==> config.mk <==
export PLATFORM = sky130hd
export DESIGN_NAME = tfb_queue
export DESIGN_NICKNAME = d
export VERILOG_FILES = /design/src/tfb_pkg.sv /design/src/tfb_queue.sv
export SDC_FILE = /design/constraint.sdc
export NUM_CORES = 1
export LEC_CHECK = 0
export ABC_AREA = 0
export BUFFER_PORTS_ARGS = -buffer_cell sky130_fd_sc_hd__buf_2
export CAP_MARGIN = 40
export CORE_MARGIN = 5
export CORE_UTILIZATION = 50
export DETAILED_ROUTE_END_ITERATION = 7
export MAX_ROUTING_LAYER = met4
export PLACE_DENSITY = 0.73
export SETUP_SLACK_MARGIN = 0.4
export SLEW_MARGIN = 20
export SYNTH_ARGS = -nofsm -noshare
export SYNTH_HDL_FRONTEND = slang
export SYNTH_SLANG_ARGS = --single-unit
==> constraint.sdc <==
create_clock -name clk -period 7.7 [get_ports clk]
set_input_delay 0.77 -clock clk [delete_from_list [all_inputs] [get_ports clk]]
set_output_delay 0.77 -clock clk [all_outputs]
set_load 0.01 [all_outputs]
==> src/tfb_pkg.sv <==
package tfb_pkg;

	// Sizing
	localparam int MAX_WINDOW  = 10;
	localparam int FRAME_BYTES = 65536;
	localparam int SLOTS       = MAX_WINDOW - 1;
	localparam int POS_W       = (FRAME_BYTES > 1) ? $clog2(FRAME_BYTES) : 1;
	localparam int SLOT_W      = (SLOTS > 1) ? $clog2(SLOTS) : 1;
	localparam int HIST_W      = $clog2(MAX_WINDOW);
	localparam int CNT_W       = $clog2(MAX_WINDOW + 1);
	localparam int RANK_W      = $clog2(MAX_WINDOW);
	localparam int SUM_W       = $clog2(MAX_WINDOW * 255 + 1);
	localparam int RCP_W       = 17;
	localparam int RCP_SHIFT   = 16;
	localparam int ADDR_W      = 4;

	// Register indexes
	localparam logic [1:0] REG_WINDOW = 2'd0;
	localparam logic [1:0] REG_MODE   = 2'd1;
	localparam logic [1:0] REG_ENABLE = 2'd2;

	// Blend modes
	localparam logic [1:0] MODE_MEAN   = 2'd0;
	localparam logic [1:0] MODE_MEDIAN = 2'd1;
	localparam logic [1:0] MODE_MAX    = 2'd2;
	localparam logic [1:0] MODE_MIN    = 2'd3;

	typedef struct packed {
		logic [7:0] pixel_in;
		logic       frame_end;
	} in_data_t;

	typedef struct packed {
		logic [7:0] pixel_out;
		logic       frame_end_out;
	} out_data_t;

	typedef struct packed {
		logic [3:0] window_length;
		logic [1:0] blend_mode;
		logic       filter_enable;
	} cfg_t;

	// One classified request between front and back
	typedef struct packed {
		logic [7:0]        pixel;
		logic              last;
		logic [POS_W-1:0]  pos;
		logic [HIST_W-1:0] hist;
		logic [SLOT_W-1:0] newest;
		logic [SLOT_W-1:0] wslot;
		logic [1:0]        mode;
		logic              enable;
	} entry_t;

	// floor(2^16 / n) for frame counts up to 16
	function automatic logic [RCP_W-1:0] recip(input logic [4:0] n);
		logic [RCP_W-1:0] r;
		case (n)
			5'd1:    r = 17'd65536;
			5'd2:    r = 17'd32768;
			5'd3:    r = 17'd21845;
			5'd4:    r = 17'd16384;
			5'd5:    r = 17'd13107;
			5'd6:    r = 17'd10922;
			5'd7:    r = 17'd9362;
			5'd8:    r = 17'd8192;
			5'd9:    r = 17'd7281;
			5'd10:   r = 17'd6553;
			5'd11:   r = 17'd5957;
			5'd12:   r = 17'd5461;
			5'd13:   r = 17'd5041;
			5'd14:   r = 17'd4681;
			5'd15:   r = 17'd4369;
			5'd16:   r = 17'd4096;
			default: r = 17'd65536;
		endcase
		return r;
	endfunction

endpackage

==> src/tfb_queue.sv <==
module tfb_queue (
	input  logic            clk,
	input  logic            arst_n,
	input  logic            push,
	input  tfb_pkg::entry_t push_data,
	input  logic            pop,
	output tfb_pkg::entry_t head,
	output logic            full,
	output logic            empty
);
	import tfb_pkg::*;

	entry_t     slot_q [2];
	logic       wr_q;
	logic       rd_q;
	logic [1:0] count_q;

	assign head  = slot_q[rd_q];
	assign full  = (count_q == 2'd2);
	assign empty = (count_q == 2'd0);

	always_ff @(posedge clk) begin
		if (push) begin
			slot_q[wr_q] <= push_data;
		end
	end

	// Two-entry pointers and fill count
	always_ff @(posedge clk or negedge arst_n) begin
		if (!arst_n) begin
			wr_q    <= 1'b0;
			rd_q    <= 1'b0;
			count_q <= 2'd0;
		end else begin
			if (push) begin
				wr_q <= !wr_q;
			end
			if (pop) begin
				rd_q <= !rd_q;
			end
			if (push && !pop) begin
				count_q <= count_q + 2'd1;
			end else if (pop && !push) begin
				count_q <= count_q - 2'd1;
			end
		end
	end

endmodule

==> results.py <==
metrics = {
    "global_routing": {
        "grt_use_total_pct": 13.43,
        "grt-ovfl-total": 0,
        "antenna_found_initial": 0,
        "first_global_vias": 1659,
        "grt_start_max_net_pins": 42,
        "grt_pass1_wl_um": 8121,
    },
    "placed_design": {
        "gp_congestion": 0.6953,
        "numPortBuffers": 85,
        "hpwlAfterDp_um": 3456,
        "place_area_um2": 3780,
        "dpl.cell_count": 301,
    },
    "finish": {
        "area_growth_pct": 21.19,
        "fin_util_pct": 62.54,
        "postLayoutCellArea_um2": 3971,
        "nets": 280,
        "final_layout_size_suffix_gt1_share_pct": 60.42,
        "antenna_cells": 0,
        "final_cell_mix": "buf_2 (85), edfxtp_1 (80), mux2_4 (39)",
        "final_common_cell": "buf_2",
        "instances_no_fill": 317,
    },
    "timing": {
        "rsz0062_at_grt": "false",
        "finalSetupViolations": 0,
        "fin_crit_ns": 2.623,
        "finalClockSkew_ns": 0.004693,
        "tightest_slew_ns": 0.7436,
        "drv_slew": 0,
        "tns_ns": 0,
        "fmax_mhz": 381.2,
        "post-route-period-util_pct": 34.07,
        "hold_violations": 0,
        "slew_headroom_pct": 50.43,
    },
    "clock_network": {
        "clk-insertion-delay-late_ns": 0.34,
        "ctsHoldBuffers": 0,
        "htreeDepth": 3,
        "clk_pin_slew_ns": 0.08,
        "cts_setup_buffers": 0,
        "clockBufferDepth": 2,
        "cts_tree": "yes",
        "clock-sinks": 84,
        "cts_inserted_buffers": 9,
        "cts_resized": 0,
        "root_buffer": "clkbuf_8",
    },
    "detailed_routing": {
        "ant_nets": 0,
        "first_iter_violations": 67,
        "viasPerCell": 4.795,
        "post-route-drc-count": 0,
        "routed_wl_um": 5061,
        "first_pass_iters": 4,
        "wl_per_cell_um": 15.97,
        "vias": 1520,
    },
    "synthesis": {
        "ys_ff_latch": 84,
        "yosysSeqAreaShare_pct": 76.37,
        "yosysWarnings": 0,
        "syn_area_um2": 3277,
        "syn_inst": 141,
        "ys_top_cells_by_area": "edfxtp_1 (73%), mux2_4 (18%), dfrtp_1 (3.1%)",
        "yosys.area.top_type": "edfxtp_1",
        "synth_cell_types": 13,
        "synth_area_per_cell_um2": 23.24,
        "syn-num-nets": 186,
        "yosys.area.top_type_share_pct": 73.31,
    },
    "die": {
        "initial_core_util_pct": 51.61,
        "die_w_um": 90.96,
        "die_h_um": 90.96,
        "dieArea_um2": 8273,
        "io_pins": 86,
        "floorplan.rows": 29,
        "design.core.area_um2": 6350,
    },
    "setup_path": {
        "path_class": "reg2out",
        "end_kind": "output pin",
        "arrival_ns": 1.85,
        "cp_top_family": "buffers and inverters",
        "crit_path_start_kind": "flip-flop",
        "worstPathCellList": "buf_4 -> mux2_2 -> buf_2",
        "cp_max_fo": 41,
        "critPathMaxStageDelay_ns": 0.58,
        "cp.required_ns": 6.93,
        "worst_path_max_delay_cell": "buf_4",
        "cp_num_buf_inv": 2,
    },
    "power": {
        "p_total_mw": 1.401,
        "vdd_ir_drop_max_uv": 242.3,
        "p_leak_nw": 1.619,
        "power.density_nw_per_um2": 352.7,
    },
    "flow_run": {
        "maxCapViolations": 0,
    },
    "run_status": {
        "status": "finished clean",
    },
    "worst_hold_path": {
        "hold_path_class": "in2async",
    },
}
[per-layer routing]
metal | track usage, % | part of all wire (%)
met5 | - | 0
met4 | 8.068 | 2.4
met3 | 5.785 | 7.8
met2 | 20.07 | 52
met1 | 14.86 | 38
[final cells by class]
class,count,area (um^2)
clock buffers,9,123.9
flip-flops and latches,84,2504
inverters,1,3.754
well taps,77,96.34
clock inverters,7,67.56
repair buffers,88,488.0
fillers,470,2379
multi-input cells,51,688.2
[cells by family after synthesis]
group / count (synthesis) / share of synthesized area (%)
xor+xnor: 5 / 1.336
buf+inv: 6 / 2.902
simple gates: 5 / 0.8020
fa+ha+maj: 1 / 0.3818
mux: 40 / 18.21
flops: 84 / 76.37
[Yosys cell counts]
cell,instances
xor2_1,4
edfxtp_1,80
buf_6,1
ha_1,1
xnor2_1,1
nor2b_1,2
mux2_4,39
nor2_1,2
dfrtp_1,4
mux2_2,1
and2_1,1
inv_1,1
buf_12,4
[path summary, 6_finish.rpt]
| path | startpoint | end | slack [ns] | cells past startpoint |
|---|---|---|---|---|
| worst max-delay path | rd_q | head[31] | 5.08 | 3 |
| worst min-delay path | arst_n | count_q[1] | 0.22 | 1 |
| worst max register to register | wr_q | slot_q[0][20] | 6.18 | 2 |
| worst min register to register | count_q[1] | count_q[1] | 0.49 | 1 |
| max in group asynchronous | arst_n | rd_q | 7.34 | 1 |
| min in group clk | count_q[1] | count_q[1] | 0.49 | 1 |
[where the power goes]
group | switching [mW] | leakage, nW | internal [mW] | total [mW]
logic | 0.223 | 0.739 | 0.249 | 0.473
clock network | 0.145 | 0.0826 | 0.147 | 0.292
registers | 0.0281 | 0.796 | 0.608 | 0.636
total | 0.396 | 1.62 | 1.00 | 1.40
[worst reg2reg max path, stage by stage (launching register included)]
cell and delay [ns]:
dfrtp_1 0.43, nor2b_4 0.55, buf_16 0.25
[metrics by stage]
stage / hold slack [ns] / setup WS [ns]
finish: 0.2191 / 5.077
global route: 0.1972 / 4.985
CTS: 0.2046 / 5.050
detailed placement: 0.4818 / 5.442
global placement: 0.4738 / 5.448
floorplan: 0.4555 / 4.699
[flip-flops by register name, indices dropped and copies added (netlist names)]
name     flops
count_q      2
wr_q         1
slot_q      80
rd_q         1
Power figures use the tool's default switching activity.
