<file path="config.mk">
export PLATFORM = sky130hd
export DESIGN_NAME = tfb_front
export DESIGN_NICKNAME = d
export VERILOG_FILES = /design/src/tfb_pkg.sv /design/src/tfb_front.sv
export SDC_FILE = /design/constraint.sdc
export NUM_CORES = 1
export LEC_CHECK = 0
export ABC_AREA = 1
export CAP_MARGIN = 0
export CORE_MARGIN = 1
export CORE_UTILIZATION = 60
export CTS_BUF_LIST = sky130_fd_sc_hd__clkbuf_16
export CTS_CLUSTER_SIZE = 16
export DETAILED_ROUTE_END_ITERATION = 8
export DONT_BUFFER_PORTS = 1
export GPL_TIMING_DRIVEN = 0
export PLACE_DENSITY = 0.76
export SLEW_MARGIN = 25
export SYNTH_ARGS = -nofsm -noshare
export SYNTH_HDL_FRONTEND = slang
export SYNTH_SLANG_ARGS = --single-unit
</file>
<file path="constraint.sdc">
create_clock -name clk -period 2.1 [get_ports clk]
set_input_delay 0.105 -clock clk [delete_from_list [all_inputs] [get_ports clk]]
set_output_delay 0.105 -clock clk [all_outputs]
set_load 0.01 [all_outputs]
</file>
<file path="src/tfb_pkg.sv">
package tfb_pkg;

	// Sizing
	localparam int MAX_WINDOW  = 10;
	localparam int FRAME_BYTES = 65536;
	localparam int SLOTS       = MAX_WINDOW - 1;
	localparam int POS_W       = (FRAME_BYTES > 1) ? $clog2(FRAME_BYTES) : 1;
	localparam int SLOT_W      = (SLOTS > 1) ? $clog2(SLOTS) : 1;
	localparam int HIST_W      = $clog2(MAX_WINDOW);
	localparam int CNT_W       = $clog2(MAX_WINDOW + 1);
	localparam int RANK_W      = $clog2(MAX_WINDOW);
	localparam int SUM_W       = $clog2(MAX_WINDOW * 255 + 1);
	localparam int RCP_W       = 17;
	localparam int RCP_SHIFT   = 16;
	localparam int ADDR_W      = 4;

	// Register indexes
	localparam logic [1:0] REG_WINDOW = 2'd0;
	localparam logic [1:0] REG_MODE   = 2'd1;
	localparam logic [1:0] REG_ENABLE = 2'd2;

	// Blend modes
	localparam logic [1:0] MODE_MEAN   = 2'd0;
	localparam logic [1:0] MODE_MEDIAN = 2'd1;
	localparam logic [1:0] MODE_MAX    = 2'd2;
	localparam logic [1:0] MODE_MIN    = 2'd3;

	typedef struct packed {
		logic [7:0] pixel_in;
		logic       frame_end;
	} in_data_t;

	typedef struct packed {
		logic [7:0] pixel_out;
		logic       frame_end_out;
	} out_data_t;

	typedef struct packed {
		logic [3:0] window_length;
		logic [1:0] blend_mode;
		logic       filter_enable;
	} cfg_t;

	// One classified request between front and back
	typedef struct packed {
		logic [7:0]        pixel;
		logic              last;
		logic [POS_W-1:0]  pos;
		logic [HIST_W-1:0] hist;
		logic [SLOT_W-1:0] newest;
		logic [SLOT_W-1:0] wslot;
		logic [1:0]        mode;
		logic              enable;
	} entry_t;

	// floor(2^16 / n) for frame counts up to 16
	function automatic logic [RCP_W-1:0] recip(input logic [4:0] n);
		logic [RCP_W-1:0] r;
		case (n)
			5'd1:    r = 17'd65536;
			5'd2:    r = 17'd32768;
			5'd3:    r = 17'd21845;
			5'd4:    r = 17'd16384;
			5'd5:    r = 17'd13107;
			5'd6:    r = 17'd10922;
			5'd7:    r = 17'd9362;
			5'd8:    r = 17'd8192;
			5'd9:    r = 17'd7281;
			5'd10:   r = 17'd6553;
			5'd11:   r = 17'd5957;
			5'd12:   r = 17'd5461;
			5'd13:   r = 17'd5041;
			5'd14:   r = 17'd4681;
			5'd15:   r = 17'd4369;
			5'd16:   r = 17'd4096;
			default: r = 17'd65536;
		endcase
		return r;
	endfunction

endpackage

</file>
<file path="src/tfb_front.sv">
module tfb_front (
	input  logic             clk,
	input  logic             arst_n,
	input  logic             in_valid,
	output logic             in_stall,
	input  tfb_pkg::in_data_t in_data,
	input  tfb_pkg::cfg_t    cfg,
	input  logic             q_full,
	output logic             push,
	output tfb_pkg::entry_t  entry
);
	import tfb_pkg::*;

	logic [POS_W-1:0]  pos_q;
	logic [HIST_W-1:0] hist_q;
	logic [SLOT_W-1:0] newest_q;

	logic [CNT_W-1:0]  eff;
	logic [HIST_W-1:0] keep;
	logic [HIST_W-1:0] hist_cut;
	logic [SLOT_W-1:0] wslot;
	logic              last;

	assign in_stall = q_full;
	assign push     = in_valid && !q_full;

	// Effective window and history cut at frame start
	always_comb begin
		if (cfg.window_length == 4'd0) begin
			eff = CNT_W'(1);
		end else if ({1'b0, cfg.window_length} > 5'(MAX_WINDOW)) begin
			eff = CNT_W'(MAX_WINDOW);
		end else begin
			eff = CNT_W'(cfg.window_length);
		end
		keep = HIST_W'(eff - CNT_W'(1));
		if (pos_q == '0 && hist_q > keep) begin
			hist_cut = keep;
		end else begin
			hist_cut = hist_q;
		end
		wslot = (newest_q == SLOT_W'(SLOTS - 1)) ? '0 : newest_q + SLOT_W'(1);
		last  = in_data.frame_end || (pos_q == POS_W'(FRAME_BYTES - 1));
	end

	always_comb begin
		entry.pixel  = in_data.pixel_in;
		entry.last   = last;
		entry.pos    = pos_q;
		entry.hist   = hist_cut;
		entry.newest = newest_q;
		entry.wslot  = wslot;
		entry.mode   = cfg.blend_mode;
		entry.enable = cfg.filter_enable;
	end

	// Frame position and history bookkeeping
	always_ff @(posedge clk or negedge arst_n) begin
		if (!arst_n) begin
			pos_q    <= '0;
			hist_q   <= '0;
			newest_q <= '0;
		end else if (push) begin
			if (last) begin
				pos_q    <= '0;
				newest_q <= wslot;
				hist_q   <= (hist_cut < HIST_W'(SLOTS)) ? hist_cut + HIST_W'(1) : hist_cut;
			end else begin
				pos_q  <= pos_q + POS_W'(1);
				hist_q <= hist_cut;
			end
		end
	end

endmodule

</file>
==> metrics.yaml <==
status: "completed"
place.gp.congestion: 0.813
reg2reg_to: "hist_q[0]"
fin_crit_ns: 1.93
start_util_pct: 62.9
drive_above_1_share_pct: 20.9
clock-root-buffer: "clkbuf_16"
fin_area_mm2: 0.00211
synth-edff-count: 0
wl_per_cell_um: 12.8
intPower_w: 0.00120
clk_latency_ns: 0.26
grt_pass1_vias: 1543
synth-seq-area-share_pct: 31.3
worstHoldPathCells: 3
synth_most_common_cell: "nand2_1"
antenna_cells: 0
hold_class: "in -> reg"
clock_sinks: 24
slew_headroom_pct: 65.4
tns_ns: 0
slowest_stage: "dfrtp_1"
ys.flop_type: "dfrtp_1"
vias: 1655
rr_worst_depth: 13
synthTopCellsByCount: "nand2_1 (58), inv_1 (35), nor2_1 (28)"
finalCritPeriodShare_pct: 92.0
min_to: "pos_q[0]"
finClkSkew_ns: 0.00251
clkTransAtPathRegs_ns: 0.06
drv_cap: 0
crit_path_start_kind: "register"
path_max_fanout: 9
detailed_place_hpwl_mm: 2.97
area_delta_synth_final_pct: 9.90
core_mm2: 0.00305
cts_buffer_depth: 2
setup_viol: 0
critical_path_class: "reg -> reg"
final_hold_viol_count: 0
grt-ovfl-total: 0
rows: 20
crit_arrival_ns: 2.08
cts_buffers: 3
port_buffers: 0
final_nets: 296
cp_common_cell: "nand2_1"
io_pins: 62
tightest_slew_ns: 0.513
drc: 0
antenna_found_initial: 0
leakage_nw: 1.03
synth_cell_types: 36
place_area_mm2: 0.00198
ant_nets: 0
fmax_mhz: 518
required_ns: 2.25
async_flop_share_pct: 100
syn_nets: 289
fillCellCount: 285
slew_violations: 0
rsz0062_at_grt: "false"
die_h_um: 58.6
synth-seq-cells: 24
cts_tree: "done"
power_density_mw_per_mm2: 963
end_kind: "register"
p_seq_share_pct: 32.8
r2r_start: "hist_q[2]"
synth_cells: 262
wl_mm: 4.00
dr.first_iter.drc_count: 61
ir_drop_v: 0.000489
avgSynthCellArea_um2: 7.33
path_cells: "ha_1 > nand2_1 > nand2_1 > a21oi_1 > nand2_4 > nand2_1 > nand2_1 > nand2_2 > nand2_1 > nor2_2 > nor2_1 > nand2_1 > nand2_1"
grt_max_degree: 25
p_clk_share_pct: 26.7
grt_pass1_wl_mm: 6.71
routed_via_density: 5.30
htree_levels: 1
track_usage_pct: 25.6
drtPass1Iterations: 4
netlist.area_leader.share_pct: 31.3
synth_top_area_cell: "dfrtp_1"
hp-start: "in_data[0]"
reg2reg_slack_ns: 0.17
syn_area_mm2: 0.00192
die-area_mm2: 0.00343
power_switching_w: 0.000828
p_sw_share_pct: 40.7
finalPower_w: 0.00203
yosys_warnings: 0
max_stage_delay_ns: 0.42
p_comb_share_pct: 40.5
yosys-top-cells-area: "dfrtp_1 (31%), nand2_1 (11%), inv_1 (6.8%)"
die_w_um: 58.6
## through the flow
stage          hold slack [ns]  worst slack [ns]  instances  util (%)
2_1_floorplan           -0.191             0.244        262         -
3_3_place_gp            -0.190            0.0819        306      64.7
3_5_place_dp            -0.190            0.0517        306      64.7
4_1_cts                 0.0704             0.165        312      69.1
5_1_grt                 0.0859            0.0165        312      69.1
6_report                0.0693             0.169        312      69.1
## power by group through the flow
stage | clock (W) | sequential (W) | combinational [W]
global route | 0.000568 | 0.000680 | 0.000930
finish | 0.000543 | 0.000666 | 0.000823
global placement | 0 | 0.000675 | 0.000774
detailed placement | 0 | 0.000673 | 0.000794
CTS | 0.000549 | 0.000664 | 0.000819
floorplan | 0 | 0.000646 | 0.000683
## registers in the layout (all words and copies together) (netlist names)
register / flops
hist_q: 4
newest_q: 4
pos_q: 16
## worst max path at each step
stage | from | endpoint
floorplan | cfg[4] | hist_q[0]
global placement | cfg[4] | hist_q[0]
detailed placement | cfg[4] | hist_q[0]
CTS | hist_q[2] | hist_q[0]
global route | hist_q[2] | hist_q[0]
finish | hist_q[2] | hist_q[0]
## layer usage
layer  vias up  global-route usage [%]  part of all wire (%)  routed length [um]
li1        853                       -                     -                   -
met1       750                    32.8                    46                1830
met2        48                    44.0                    49                1940
met3         4                    5.71                   5.0                 200
met4         0                    6.12                  0.85                  34
met5         -                       0                     0                   0
## critical path, delay by kind of cell (launching register included)
| kind | cells | cell delay, ns |
|---|---|---|
| DFF | 1 | 0.42 |
| AOI/OAI and AO/OA | 1 | 0.22 |
| adders and majority gates | 1 | 0.33 |
| and+or+nand+nor | 11 | 0.85 |
## layout make-up
class | instances | area (um^2) | share of cell area [%]
Timing Repair Buffer | 2 | 30.0 | 1.42
Tap cell | 44 | 55.1 | 2.61
Sequential cell | 24 | 601 | 28.5
Multi-Input combinational cell | 185 | 1060 | 50.1
Buffer | 16 | 124 | 5.87
Inverter | 37 | 139 | 6.58
Clock inverter | 1 | 30.0 | 1.42
Clock buffer | 3 | 75.1 | 3.56
## cells by family after synthesis
logic type / after synthesis / share of synthesized area [%]
xor gates and xnor gates: 5 / 2.28
adders and majority gates: 7 / 4.56
DFF: 24 / 31.3
buffers and inverters: 53 / 13.7
AOI/OAI and AO/OA: 23 / 7.88
muxes: 1 / 0.586
and+or+nand+nor: 149 / 39.7
## what timing repair did
item | 4_1_cts | 5_1_grt
hold buffers | 2 | 0
buffers inserted | 0 | 0
gates resized for setup | 0 | 0
hold endpoints to repair | 24 | 0
## cell usage in the layout, fill, tap and decap left out, types with 6 or more instances in the layout
master / instances
buf_4: 15
inv_1: 35
ha_1: 7
nand2_1: 58
nand3_1: 12
nor2_2: 7
o21ai_0: 9
nand2_2: 7
nor2_4: 6
nand4_1: 13
nor2_1: 28
dfrtp_1: 24
Power figures use the tool's default switching activity.
